===== src/hdl/gisc_pkg.sv =====
package gisc_pkg;

    // Largest graph the stores hold
    localparam int MAX_VERTICES = 64;
    localparam int VIDX_W       = (MAX_VERTICES > 1) ? $clog2(MAX_VERTICES) : 1;

    // Fixed field widths
    localparam int IDX_W   = 6;
    localparam int ROW_W   = 64;
    localparam int COLOR_W = 6;
    localparam int CFG_W   = 7;

    localparam logic [CFG_W-1:0] VCOUNT_RESET = 7'd64;

    typedef enum logic [2:0] {
        ST_LOAD,
        ST_SCAN_RD,
        ST_SCAN_EV,
        ST_EMIT_RD,
        ST_EMIT_OUT
    } t_state;

    // Controller to datapath
    typedef struct packed {
        logic in_ready;
        logic start_scan;
        logic eval;
        logic emit_load;
    } t_cmd;

    // Datapath to controller
    typedef struct packed {
        logic last_accept;
        logic vtx_last;
        logic all_colored;
        logic out_free;
    } t_status;

endpackage


===== src/hdl/gisc_ctrl.sv =====
module gisc_ctrl (
    input  logic              i_clk,
    input  logic              i_rst_n,
    input  gisc_pkg::t_status i_status,
    output gisc_pkg::t_cmd    o_cmd
);
    import gisc_pkg::*;

    t_state r_state;
    t_state n_state;

    // State register
    always_ff @(posedge i_clk) begin
        if (!i_rst_n) begin
            r_state <= ST_LOAD;
        end else begin
            r_state <= n_state;
        end
    end

    // Next state
    always_comb begin
        n_state = r_state;
        case (r_state)
            ST_LOAD: begin
                if (i_status.last_accept) begin
                    n_state = ST_SCAN_RD;
                end
            end
            ST_SCAN_RD: begin
                n_state = ST_SCAN_EV;
            end
            ST_SCAN_EV: begin
                if (i_status.vtx_last && i_status.all_colored) begin
                    n_state = ST_EMIT_RD;
                end else begin
                    n_state = ST_SCAN_RD;
                end
            end
            ST_EMIT_RD: begin
                n_state = ST_EMIT_OUT;
            end
            ST_EMIT_OUT: begin
                if (i_status.out_free) begin
                    n_state = i_status.vtx_last ? ST_LOAD : ST_EMIT_RD;
                end
            end
            default: begin
                n_state = ST_LOAD;
            end
        endcase
    end

    // Commands
    always_comb begin
        o_cmd = '0;
        case (r_state)
            ST_LOAD: begin
                o_cmd.in_ready   = 1'b1;
                o_cmd.start_scan = i_status.last_accept;
            end
            ST_SCAN_EV: begin
                o_cmd.eval = 1'b1;
            end
            ST_EMIT_OUT: begin
                o_cmd.emit_load = i_status.out_free;
            end
            default: begin
                o_cmd = '0;
            end
        endcase
    end

endmodule


===== config.mk =====
export PLATFORM = sky130hd
export DESIGN_NAME = gisc_ctrl
export DESIGN_NICKNAME = d
export VERILOG_FILES = /design/src/hdl/gisc_pkg.sv /design/src/hdl/gisc_ctrl.sv
export SDC_FILE = /design/constraint.sdc
export NUM_CORES = 1
export LEC_CHECK = 0
export ABC_AREA = 1
export BUFFER_PORTS_ARGS = -buffer_cell sky130_fd_sc_hd__clkbuf_2
export CAP_MARGIN = 20
export CORE_AREA = 2 2 39 41
export DETAILED_ROUTE_END_ITERATION = 16
export DIE_AREA = 0 0 41 43
export SYNTH_ARGS = -nofsm -noshare
export SYNTH_HDL_FRONTEND = slang
export SYNTH_SLANG_ARGS = --single-unit

===== constraint.sdc =====
create_clock -name i_clk -period 1.07 [get_ports i_clk]
set_input_delay 0.214 -clock i_clk [delete_from_list [all_inputs] [get_ports i_clk]]
set_output_delay 0.214 -clock i_clk [all_outputs]
set_load 0.01 [all_outputs]

# After elaboration in Yosys (flattened, before gate mapping)
# Cells that the tools add are included.
# word_totals
reg_bits	3
in_bits	6
out_inout_bits	4
# op_classes
n_eq_ne	6
n_mux	8
reduce_logical	3
# op_table
op	n
3-bit one-hot mux with 5 select lines	1
3-bit by 2-bit equality test with 1-bit output (second input constant)	2
2-bit two-way mux	3
3-bit two-way mux	2
2-bit != test (second input constant)	2
3-bit by 1-bit equality test with 1-bit output (second input constant)	1
3-bit equality test (second input constant)	1
3-bit logical NOT	1
1-bit two-way mux	2
2-bit AND reduction	1
1-bit logical AND	1

# Logic depth before layout (Yosys ltp)
# Gate-level depths: netlist (run 1).
# logic_depth
ltp_word	3
mapped_depth	6
ltp_nobuf	6

# Worst setup path before layout (run 1)
# Ideal clock, no wire load.
# synth_timing
path_type	reg2out
start	register r_state[2]
end	output port o_cmd[0] in the netlist's numbering
arrival_ns	0.869
required_time_ns	0.856
setup_slack_ns	-0.013
stages_incl_launch_ff	3
cell_sequence	dfxtp_1 > inv_2 > nor4_1
# synth_lines
element	line_no	text
start: declaration	gisc_ctrl.sv:9	t_state r_state;
start signal: assignment	gisc_ctrl.sv:17	r_state <= n_state;
end: declaration	gisc_ctrl.sv:5	output gisc_pkg::t_cmd o_cmd

==> results of run 1 <==
==> area by class of cell <==
class                      instances  share of cell area (%)
tap                               16                    5.48
inverter                          10                    10.3
multi-input combinational         21                    37.7
sequential                         3                    18.8
timing repair buffer              13                    20.5
clock buffer                       4                    7.19
==> worst max path at each step <==
stage / start / end / slack, ns / depth (start not counted)
5_1_grt: r_state[1]$_SDFFE_PN0P_ / o_cmd[2] / -0.17 / 4
4_1_cts: r_state[1]$_SDFFE_PN0P_ / o_cmd[0] / -0.16 / 2
3_5_place_dp: r_state[2]$_SDFFE_PN0P_ / o_cmd[0] / 0.003 / 3
3_3_place_gp: r_state[2]$_SDFFE_PN0P_ / o_cmd[0] / 0.001 / 3
2_1_floorplan: r_state[2]$_SDFFE_PN0P_ / o_cmd[0] / 0.09 / 2
6_report: r_state[1]$_SDFFE_PN0P_ / o_cmd[0] / -0.13 / 2
==> cells in the final DEF, fill, tap and decap left out, types with 2 or more instances in the layout <==
| cell | n |
|---|---|
| buf_4 | 4 |
| clkbuf_4 | 3 |
| nand2_1 | 5 |
| buf_2 | 3 |
| inv_2 | 2 |
| inv_1 | 8 |
| nor2_1 | 3 |
| clkbuf_2 | 6 |
| nand3_1 | 3 |
| nand3_2 | 4 |
| dfxtp_4 | 2 |
| nor2_4 | 2 |
==> power groups by stage <==
stage / clock network (mW) / logic (mW) / registers, mW
CTS: 0.212 / 0.116 / 0.136
finish: 0.198 / 0.115 / 0.136
detailed placement: 0 / 0.0970 / 0.136
floorplan: 0 / 0.0671 / 0.134
global placement: 0 / 0.0954 / 0.136
global route: 0.213 / 0.128 / 0.137
==> cell families (layout without fill, tap and decap cells) <==
family,count (synthesis),after routing,share of synthesized area [%]
AOI/OAI and AO/OA,1,1,2.28
DFF,3,3,27.4
buffers and inverters,10,27,17.1
and+or+nand+nor,20,20,53.1
==> per-layer routing <==
layer	routed length, µm	track usage (%)
met4	0	8.00
met3	36	3.14
met1	206	6.73
met2	295	11.6
met5	0	0
==> stage by stage <==
stage | TNS, ns | area, µm² | utilization (%)
2_1_floorplan | 0 | 225 | -
3_3_place_gp | 0 | 298 | 21.5
3_5_place_dp | 0 | 298 | 21.5
4_1_cts | -0.544 | 365 | 26.4
5_1_grt | -0.616 | 365 | 26.4
6_report | -0.410 | 365 | 26.4
==> synthesized netlist by cell type <==
master   n  area share (%)
nor2_2   1             2.9
nand3_2  4              18
nand3_1  3             6.9
nor2_4   1             5.1
dfxtp_1  3              27
inv_2    1             1.7
inv_1    9              15
nor2_1   4             6.9
a21oi_1  1             2.3
nor4_1   1             2.9
nand2_1  6              10
==> what timing repair did <==
item,CTS,global route
endpoints found under the setup margin,4,5
pin swaps,3,1
cloned,0,0
buffers inserted,3,0
resized for setup,9,3
==> worst register-to-register path: cells and delay by family (launching register included) <==
family | cells | cell delay, ns
flops | 1 | 0.35
buf+inv | 2 | 0.19
simple gates | 5 | 0.37
==> key figures, run 1 <==
Synth
  • Syn Area/Cell: around 6.4 µm²
  • Post-synthesis sequential area ratio: 27.4%
  • Synthesized area: around 220 µm²
  • Yosys reg bits: 3
  • Post-synth net total: 40
  • Yosys warns: 0
  • Cells after Synth: 34
  • Synth unique cells: 11

Routing
  • Pre-antenna DRT Iters: 2
  • Iteration-0 DRC Markers: 2
  • DR vias: 252
  • Total wire length: 538 µm
  • ANT nets after route: 0
  • Via density: ~3.8
  • Routed len/inst: 8.03 µm
  • Detailed-route DRC error count: 0

Power
  • Worst vdd ir: approximately 0.29 mV
  • Switching Share: a little under a third
  • Reg power frac: 30.3%
  • Total internal power: 0.314 mW
  • P_sw: between 0.1 and 0.15 mW
  • PwrDens: approximately 1200 nW/µm²
  • Total Power: roughly 0.45 mW
  • Comb power frac: 25.5%
  • Leak: 0.203 nW
  • Clock power share: 44.1%

Setup path
  • Reg-to-reg startpoint: r_state[1]$_SDFFE_PN0P_
  • Worst setup SP type: register
  • CP required: 0.86 ns
  • Worst path bufs/invs: 1
  • Crit Path Max Fanout: 5
  • FF-to-FF End: r_state[1]$_SDFFE_PN0P_
  • Critical path's top delay family: flip-flops
  • Critical path class: register to primary output
  • Worst R2R Setup Slack: 0.05 ns
  • Slowest stage cell, crit path: dfxtp_2
  • Crit path DAT: between 0.9 and 1 ns
  • Worst reg-to-reg path cell count: 7
  • Worst-path cell chain: nor4_2, buf_2
  • Max incr delay on CP: 0.35 ns
  • Worst Setup End Kind: primary output

Floorplan
  • FP Rows: 14
  • Ports: 10
  • Core area: roughly 1400 µm²
  • Die height: 43 µm
  • DIE AREA: between 1500 and 2000 µm²
  • Starting Density: 15.8%
  • Chip width: 41 µm

Clocking
  • CTS Buf Count: 3
  • Post-CTS Hold Buffers: 0
  • Clock root cell: clkbuf_4
  • Clock sink total: 3
  • H-tree lvl count: 1
  • Worst-Skew Late Latency: between 0.2 and 0.25 ns
  • CTS tree: built
  • Worst-case clock buffer depth: 2
  • Worst-path clk slew: 0.04 ns

Layout
  • Regs by FF count: r_state: 3 flops
  • Largest register FFs: 3
  • Nets@finish: 58
  • Area delta synth->final: 66.9%
  • Antenna Cells: 0
  • Multi-input logic area: about 140 µm²
  • Fillcell total: 163
  • Largest register by flop count: r_state
  • Reg area: just under 70 µm²
  • Share of layout cells above drive strength 1: 58.8%
  • Non-Filler Instances: 67

Hold path
  • Hold depth: 3
  • Worst min-delay path class: input port to register
  • Endpoint, Worst Hold: r_state[0]$_SDFFE_PN0P_
  • HP Start: i_rst_n

Timing
  • RSZ-0062 raised after global routing: true
  • Max-slew headroom: 88.5%
  • Tmin final: 1.20 ns
  • Final Max Slew Viols: 0
  • Endpoints failing setup: 4
  • Final hold vios: 0
  • Hold WS: 0.242 ns
  • Final period util: 112%
  • Clk_skew: 0.00282 ns
  • Maximum clock rate: 0.833 GHz
  • Worst slew pin tran: 0.171 ns
  • Worst setup margin: -0.130 ns

Status
  • Status: finished, violations left
  • Violated checks: negative setup slack

Global route
  • Total track usage: 7.62%
  • Largest net degree at the start of global routing: 6
  • First-pass GRT wire length: 834 µm
  • Vias in the first global route: 234
  • Initial antenna violation count: 0
  • Total gr overflow: 0

Placement
  • IO buf count: 9
  • Dpl hpwl: 390 µm
  • Placed cell count: 60
  • Worst slack, placed: roughly 0.0034 ns
  • RePlAce Congestion: between 0.6 and 0.7

Run
  • Total of max-cap violations: 0
No activity file was read; power rests on OpenSTA's default activity.
==> run 2: changes to the inputs <==
==> constraint.sdc (replaced) <==
create_clock -name i_clk -period 1.5 [get_ports i_clk]
set_input_delay 0.3 -clock i_clk [delete_from_list [all_inputs] [get_ports i_clk]]
set_output_delay 0.3 -clock i_clk [all_outputs]
set_load 0.01 [all_outputs]
==> key figures, run 2 (synthesized netlist as in run 1, its figures left out) <==
Clocking
  • CTS Buf Count: 3
  • Clock sink total: 3
  • H-tree lvl count: 1
  • CTS tree: built
  • Worst-Skew Late Latency: 0.23 ns
  • Worst-path clk slew: 0.04 ns
  • Worst-case clock buffer depth: 2
  • Clock root cell: clkbuf_4
  • Post-CTS Hold Buffers: 0

Routing
  • Routed len/inst: ~7.6 µm
  • Detailed-route DRC error count: 0
  • Via density: around 3.7
  • DR vias: between 200 and 250
  • Iteration-0 DRC Markers: 0
  • ANT nets after route: 0
  • Pre-antenna DRT Iters: 1
  • Total wire length: 480 µm

Layout
  • Commonest cells after routing, fill and taps aside: inv_1 (9), clkbuf_2 (9), nand2_1 (6)
  • Largest register by flop count: r_state
  • Nets@finish: 54
  • Area delta synth->final: 41.7%
  • Regs by FF count: r_state: 3 flops
  • Antenna Cells: 0
  • Largest register FFs: 3
  • Fillcell total: around 160
  • Share of layout cells above drive strength 1: 40.4%
  • Final Util: 22.4%

Setup path
  • Max incr delay on CP: 0.41 ns
  • Slowest stage cell, crit path: dfxtp_1
  • Worst-path cell chain: inv_2, nor4_1, clkbuf_2
  • Crit path DAT: about 1.1 ns
  • Critical path class: register to primary output
  • Worst setup SP type: register
  • CP required: 1.20 ns
  • Worst Setup End Kind: primary output
  • Crit Path Max Fanout: 5

Status
  • Status: finished clean

Timing
  • Max-slew headroom: 84.9%
  • Clk_skew: 0.00199 ns
  • Endpoints failing setup: 0
  • Final period util: 94.7%
  • Worst setup margin: about 0.079 ns
  • Maximum clock rate: 0.704 GHz
  • Final hold vios: 0
  • Tmin final: ~1.4 ns
  • Setup TNS: 0 ns
  • Final Max Slew Viols: 0
  • Worst slew pin tran: 0.226 ns
  • RSZ-0062 raised after global routing: false

Floorplan
  • Die height: about 43 µm
  • DIE AREA: 1760 µm²
  • Ports: 10
  • Chip width: about 41 µm
  • Starting Density: 15.8%
  • Core area: 1380 µm²
  • FP Rows: 14

Power
  • Leak: 0.178 nW
  • Total internal power: 0.214 mW
  • PwrDens: 975 nW/µm²
  • Worst vdd ir: 0.309 mV
  • Comb power frac: 22.9%
  • Clock power share: about 46%
  • P_sw: just under 0.09 mW
  • Reg power frac: 31.3%
  • Switching Share: 29.1%
  • Total Power: ~0.30 mW

Global route
  • Initial antenna violation count: 0
  • Vias in the first global route: between 200 and 250
  • Total gr overflow: 0
  • First-pass GRT wire length: ~830 µm
  • Total track usage: approximately 7.4%
  • Largest net degree at the start of global routing: 6

Hold path
  • Worst min-delay path class: input port to register

Placement
  • IO buf count: 9
  • Worst slack, placed: 0.309 ns
  • Dpl hpwl: between 300 and 400 µm
  • RePlAce Congestion: about 0.7

Run
  • Total of max-cap violations: 0
-- run 2: area by class of cell --
cell class | instances | area (µm²) | area share, %
sequential | 3 | 60.1 | 19.4
multi-input combinational | 21 | 121 | 39.1
clock buffer | 4 | 26.3 | 8.47
timing repair buffer | 9 | 45.0 | 14.5
tap | 16 | 20.0 | 6.45
inverter | 10 | 37.5 | 12.1
-- run 2: worst paths after layout --
check	start	to	slack [ns]	depth (start not counted)
setup / recovery	r_state[2]$_SDFFE_PN0P_	o_cmd[0]	0.08	3
hold / removal	i_rst_n	r_state[0]$_SDFFE_PN0P_	0.34	3
setup reg to reg	r_state[0]$_SDFFE_PN0P_	r_state[1]$_SDFFE_PN0P_	0.55	6
hold reg to reg	r_state[2]$_SDFFE_PN0P_	r_state[2]$_SDFFE_PN0P_	0.56	2
-- run 2: per-stage QoR --
stage	instances	hold WS [ns]	instance area [µm²]
after floorplan	34	0.460	219
after global placement	59	0.528	284
after detailed placement	59	0.561	284
after CTS	63	0.334	310
after global routing	63	0.351	310
final	63	0.335	310
-- run 2: worst max-delay path: cells and delay by family (launching register included) --
| kind | cells | cell delay, ns |
|---|---|---|
| simple gates | 1 | 0.22 |
| flops | 1 | 0.41 |
| buf+inv | 2 | 0.26 |
-- run 2: power groups by stage --
| stage | Clock (mW) | Combinational, mW | Sequential [mW] |
|---|---|---|---|
| after floorplan | 0 | 0.0474 | 0.0945 |
| after global placement | 0 | 0.0683 | 0.0958 |
| after detailed placement | 0 | 0.0694 | 0.0959 |
| after CTS | 0.148 | 0.0703 | 0.0947 |
| after global routing | 0.153 | 0.0809 | 0.0963 |
| final | 0.139 | 0.0693 | 0.0947 |
-- run 2: metal layers --
metal	global-route usage (%)	vias up	wire length, µm	share of wire, %
met3	3.14	0	27	5.6
met2	11.9	7	257	54
met5	0	-	0	0
met4	6.00	0	0	0
met1	6.73	101	195	41
li1	-	127	-	-
-- run 2: what timing repair did --
item / in CTS / in global routing
resized for setup: 0 / 0
setup endpoints to repair: 0 / 1
buffers inserted: 0 / 0
==> run 3: changes to the inputs <==
--- a/config.mk
+++ b/config.mk
@@ -11,6 +11,7 @@
 export CORE_AREA = 2 2 39 41
 export DETAILED_ROUTE_END_ITERATION = 16
 export DIE_AREA = 0 0 41 43
+export PLACE_DENSITY = 0.35
 export SYNTH_ARGS = -nofsm -noshare
 export SYNTH_HDL_FRONTEND = slang
 export SYNTH_SLANG_ARGS = --single-unit
==> key figures, run 3 (synthesized netlist as in run 1, its figures left out) <==
Power
  • P_sw: 0.0865 mW
  • Worst vdd ir: 0.219 mV
  • Clock power share: 45.7%
  • Reg power frac: 31.7%
  • Total internal power: 0.214 mW
  • Comb power frac: 22.6%
  • Leak: 0.178 nW
  • Switching Share: ~29%
  • PwrDens: 968 nW/µm²

Clocking
  • H-tree lvl count: 1
  • Post-CTS sizing: 0
  • Post-CTS Hold Buffers: 0
  • Setup Fix Bufs, Post-CTS: 0
  • Worst-case clock buffer depth: 2
  • CTS tree: built
  • Clock root cell: clkbuf_4
  • Worst-Skew Late Latency: 0.23 ns
  • CTS Buf Count: 3
  • Worst-path clk slew: roughly 0.03 ns
  • Clock sink total: 3

Global route
  • First-pass GRT wire length: between 700 and 800 µm
  • Largest net degree at the start of global routing: 6
  • Total track usage: 6.81%
  • Vias in the first global route: 213
  • Total gr overflow: 0
  • Initial antenna violation count: 0

Routing
  • Via density: 3.68
  • DR vias: roughly 230
  • Total wire length: roughly 470 µm
  • Iteration-0 DRC Markers: 3
  • Pre-antenna DRT Iters: 4
  • ANT nets after route: 0
  • Routed len/inst: 7.38 µm
  • Detailed-route DRC error count: 0

Placement
  • IO buf count: 9
  • RePlAce Congestion: 0.611
  • Dpl hpwl: 389 µm
  • Worst slack, placed: 0.338 ns

Timing
  • Worst slew pin tran: 0.246 ns
  • Max-slew headroom: 83.5%
  • Final hold vios: 0
  • RSZ-0062 raised after global routing: false
  • Tmin final: 1.39 ns
  • Endpoints failing setup: 0
  • Clk_skew: 0.000818 ns
  • Maximum clock rate: approximately 0.7 GHz
  • Final period util: between 90 and 100%
  • Final Max Slew Viols: 0
  • Worst setup margin: 0.110 ns
  • Setup TNS: 0 ns

Run
  • Total of max-cap violations: 0

Floorplan
  • Core area: 1380 µm²
  • Starting Density: 15.8%
  • Chip width: between 40 and 50 µm
  • Ports: 10
  • DIE AREA: between 1500 and 2000 µm²
  • FP Rows: 14
  • Die height: 43 µm

Setup path
  • Crit Path Max Fanout: 5
  • Critical path class: register to primary output
  • Worst R2R Setup Slack: between 0.5 and 0.6 ns
  • Worst path bufs/invs: 1
  • Worst setup SP type: register
  • CP required: 1.20 ns
  • Slowest stage cell, crit path: dfxtp_1
  • Worst Setup End Kind: primary output
  • Worst-path cell chain: nor2_4, nand2_1, nor2_1, clkbuf_2
  • Crit path DAT: 1.09 ns
  • Reg-to-reg startpoint: r_state[1]$_SDFFE_PN0P_
  • Max incr delay on CP: about 0.37 ns
  • Critical path's top delay family: flip-flops
  • FF-to-FF End: r_state[1]$_SDFFE_PN0P_
  • Worst reg-to-reg path cell count: 6

Layout
  • Reg area: 60.1 µm²
  • Largest register by flop count: r_state
  • Antenna Cells: 0
  • Nets@finish: 54
  • Area delta synth->final: 41.7%
  • Share of layout cells above drive strength 1: 40.4%
  • Fillcell total: 165
  • Commonest cells after routing, fill and taps aside: inv_1 (9), clkbuf_2 (9), nand2_1 (6)
  • Multi-input logic area: 121 µm²
  • Regs by FF count: r_state: 3 flops
  • Largest register FFs: 3

Status
  • Status: finished clean

Hold path
  • Worst min-delay path class: input port to register
  • Hold depth: 3
  • HP Start: i_rst_n
  • Endpoint, Worst Hold: r_state[1]$_SDFFE_PN0P_
-- run 3: cell counts in the layout (fill, tap and decap cells not counted) --
No cell type changed its count.
-- run 3: per-stage QoR --
stage	util [%]	hold slack, ns	cell area [µm²]	power (mW)	std cells
2_1_floorplan	-	0.460	219	0.142	34
3_3_place_gp	20.5	0.534	284	0.167	59
3_5_place_dp	20.5	0.533	284	0.165	59
4_1_cts	22.4	0.328	310	0.312	63
5_1_grt	22.4	0.360	310	0.327	63
6_report	22.4	0.329	310	0.300	63
-- run 3: power by group through the flow --
| stage | clock, mW | combinational, mW | sequential [mW] |
|---|---|---|---|
| 2_1_floorplan | 0 | 0.0474 | 0.0945 |
| 3_3_place_gp | 0 | 0.0702 | 0.0968 |
| 3_5_place_dp | 0 | 0.0688 | 0.0966 |
| 4_1_cts | 0.148 | 0.0693 | 0.0954 |
| 5_1_grt | 0.150 | 0.0806 | 0.0960 |
| 6_report | 0.137 | 0.0678 | 0.0953 |
-- run 3: area by class of cell --
class,instances,share of cell area [%]
multi-input combinational,21,39.1
sequential,3,19.4
timing repair buffer,9,14.5
inverter,10,12.1
clock buffer,4,8.47
tap,16,6.45
-- run 3: routing by layer --
metal	vias up	wire [µm]	global-route usage [%]
met1	97	211	7.35
met3	0	29	1.57
met4	0	0	10.0
met5	-	0	0
met2	7	223	8.44
li1	128	-	-
-- run 3: worst register-to-register path, stage by stage, from the launching register on --
cell and delay [ns]:
dfxtp_1 0.37, nor2_4 0.19, nand3_2 0.09, nand2_1 0.06, inv_1 0.05, nand2_1 0.07
nor2_2 0.03
-- run 3: how the worst max path moves through the flow --
stage	startpoint	to	slack, ns	cells after the start
after global placement	r_state[2]$_SDFFE_PN0P_	o_cmd[0]	0.34	3
after floorplan	r_state[2]$_SDFFE_PN0P_	o_cmd[0]	0.33	2
final	r_state[1]$_SDFFE_PN0P_	o_cmd[2]	0.11	4
after global routing	r_state[1]$_SDFFE_PN0P_	o_cmd[2]	0.002	4
after CTS	r_state[2]$_SDFFE_PN0P_	o_cmd[0]	0.09	3
after detailed placement	r_state[2]$_SDFFE_PN0P_	o_cmd[0]	0.34	3
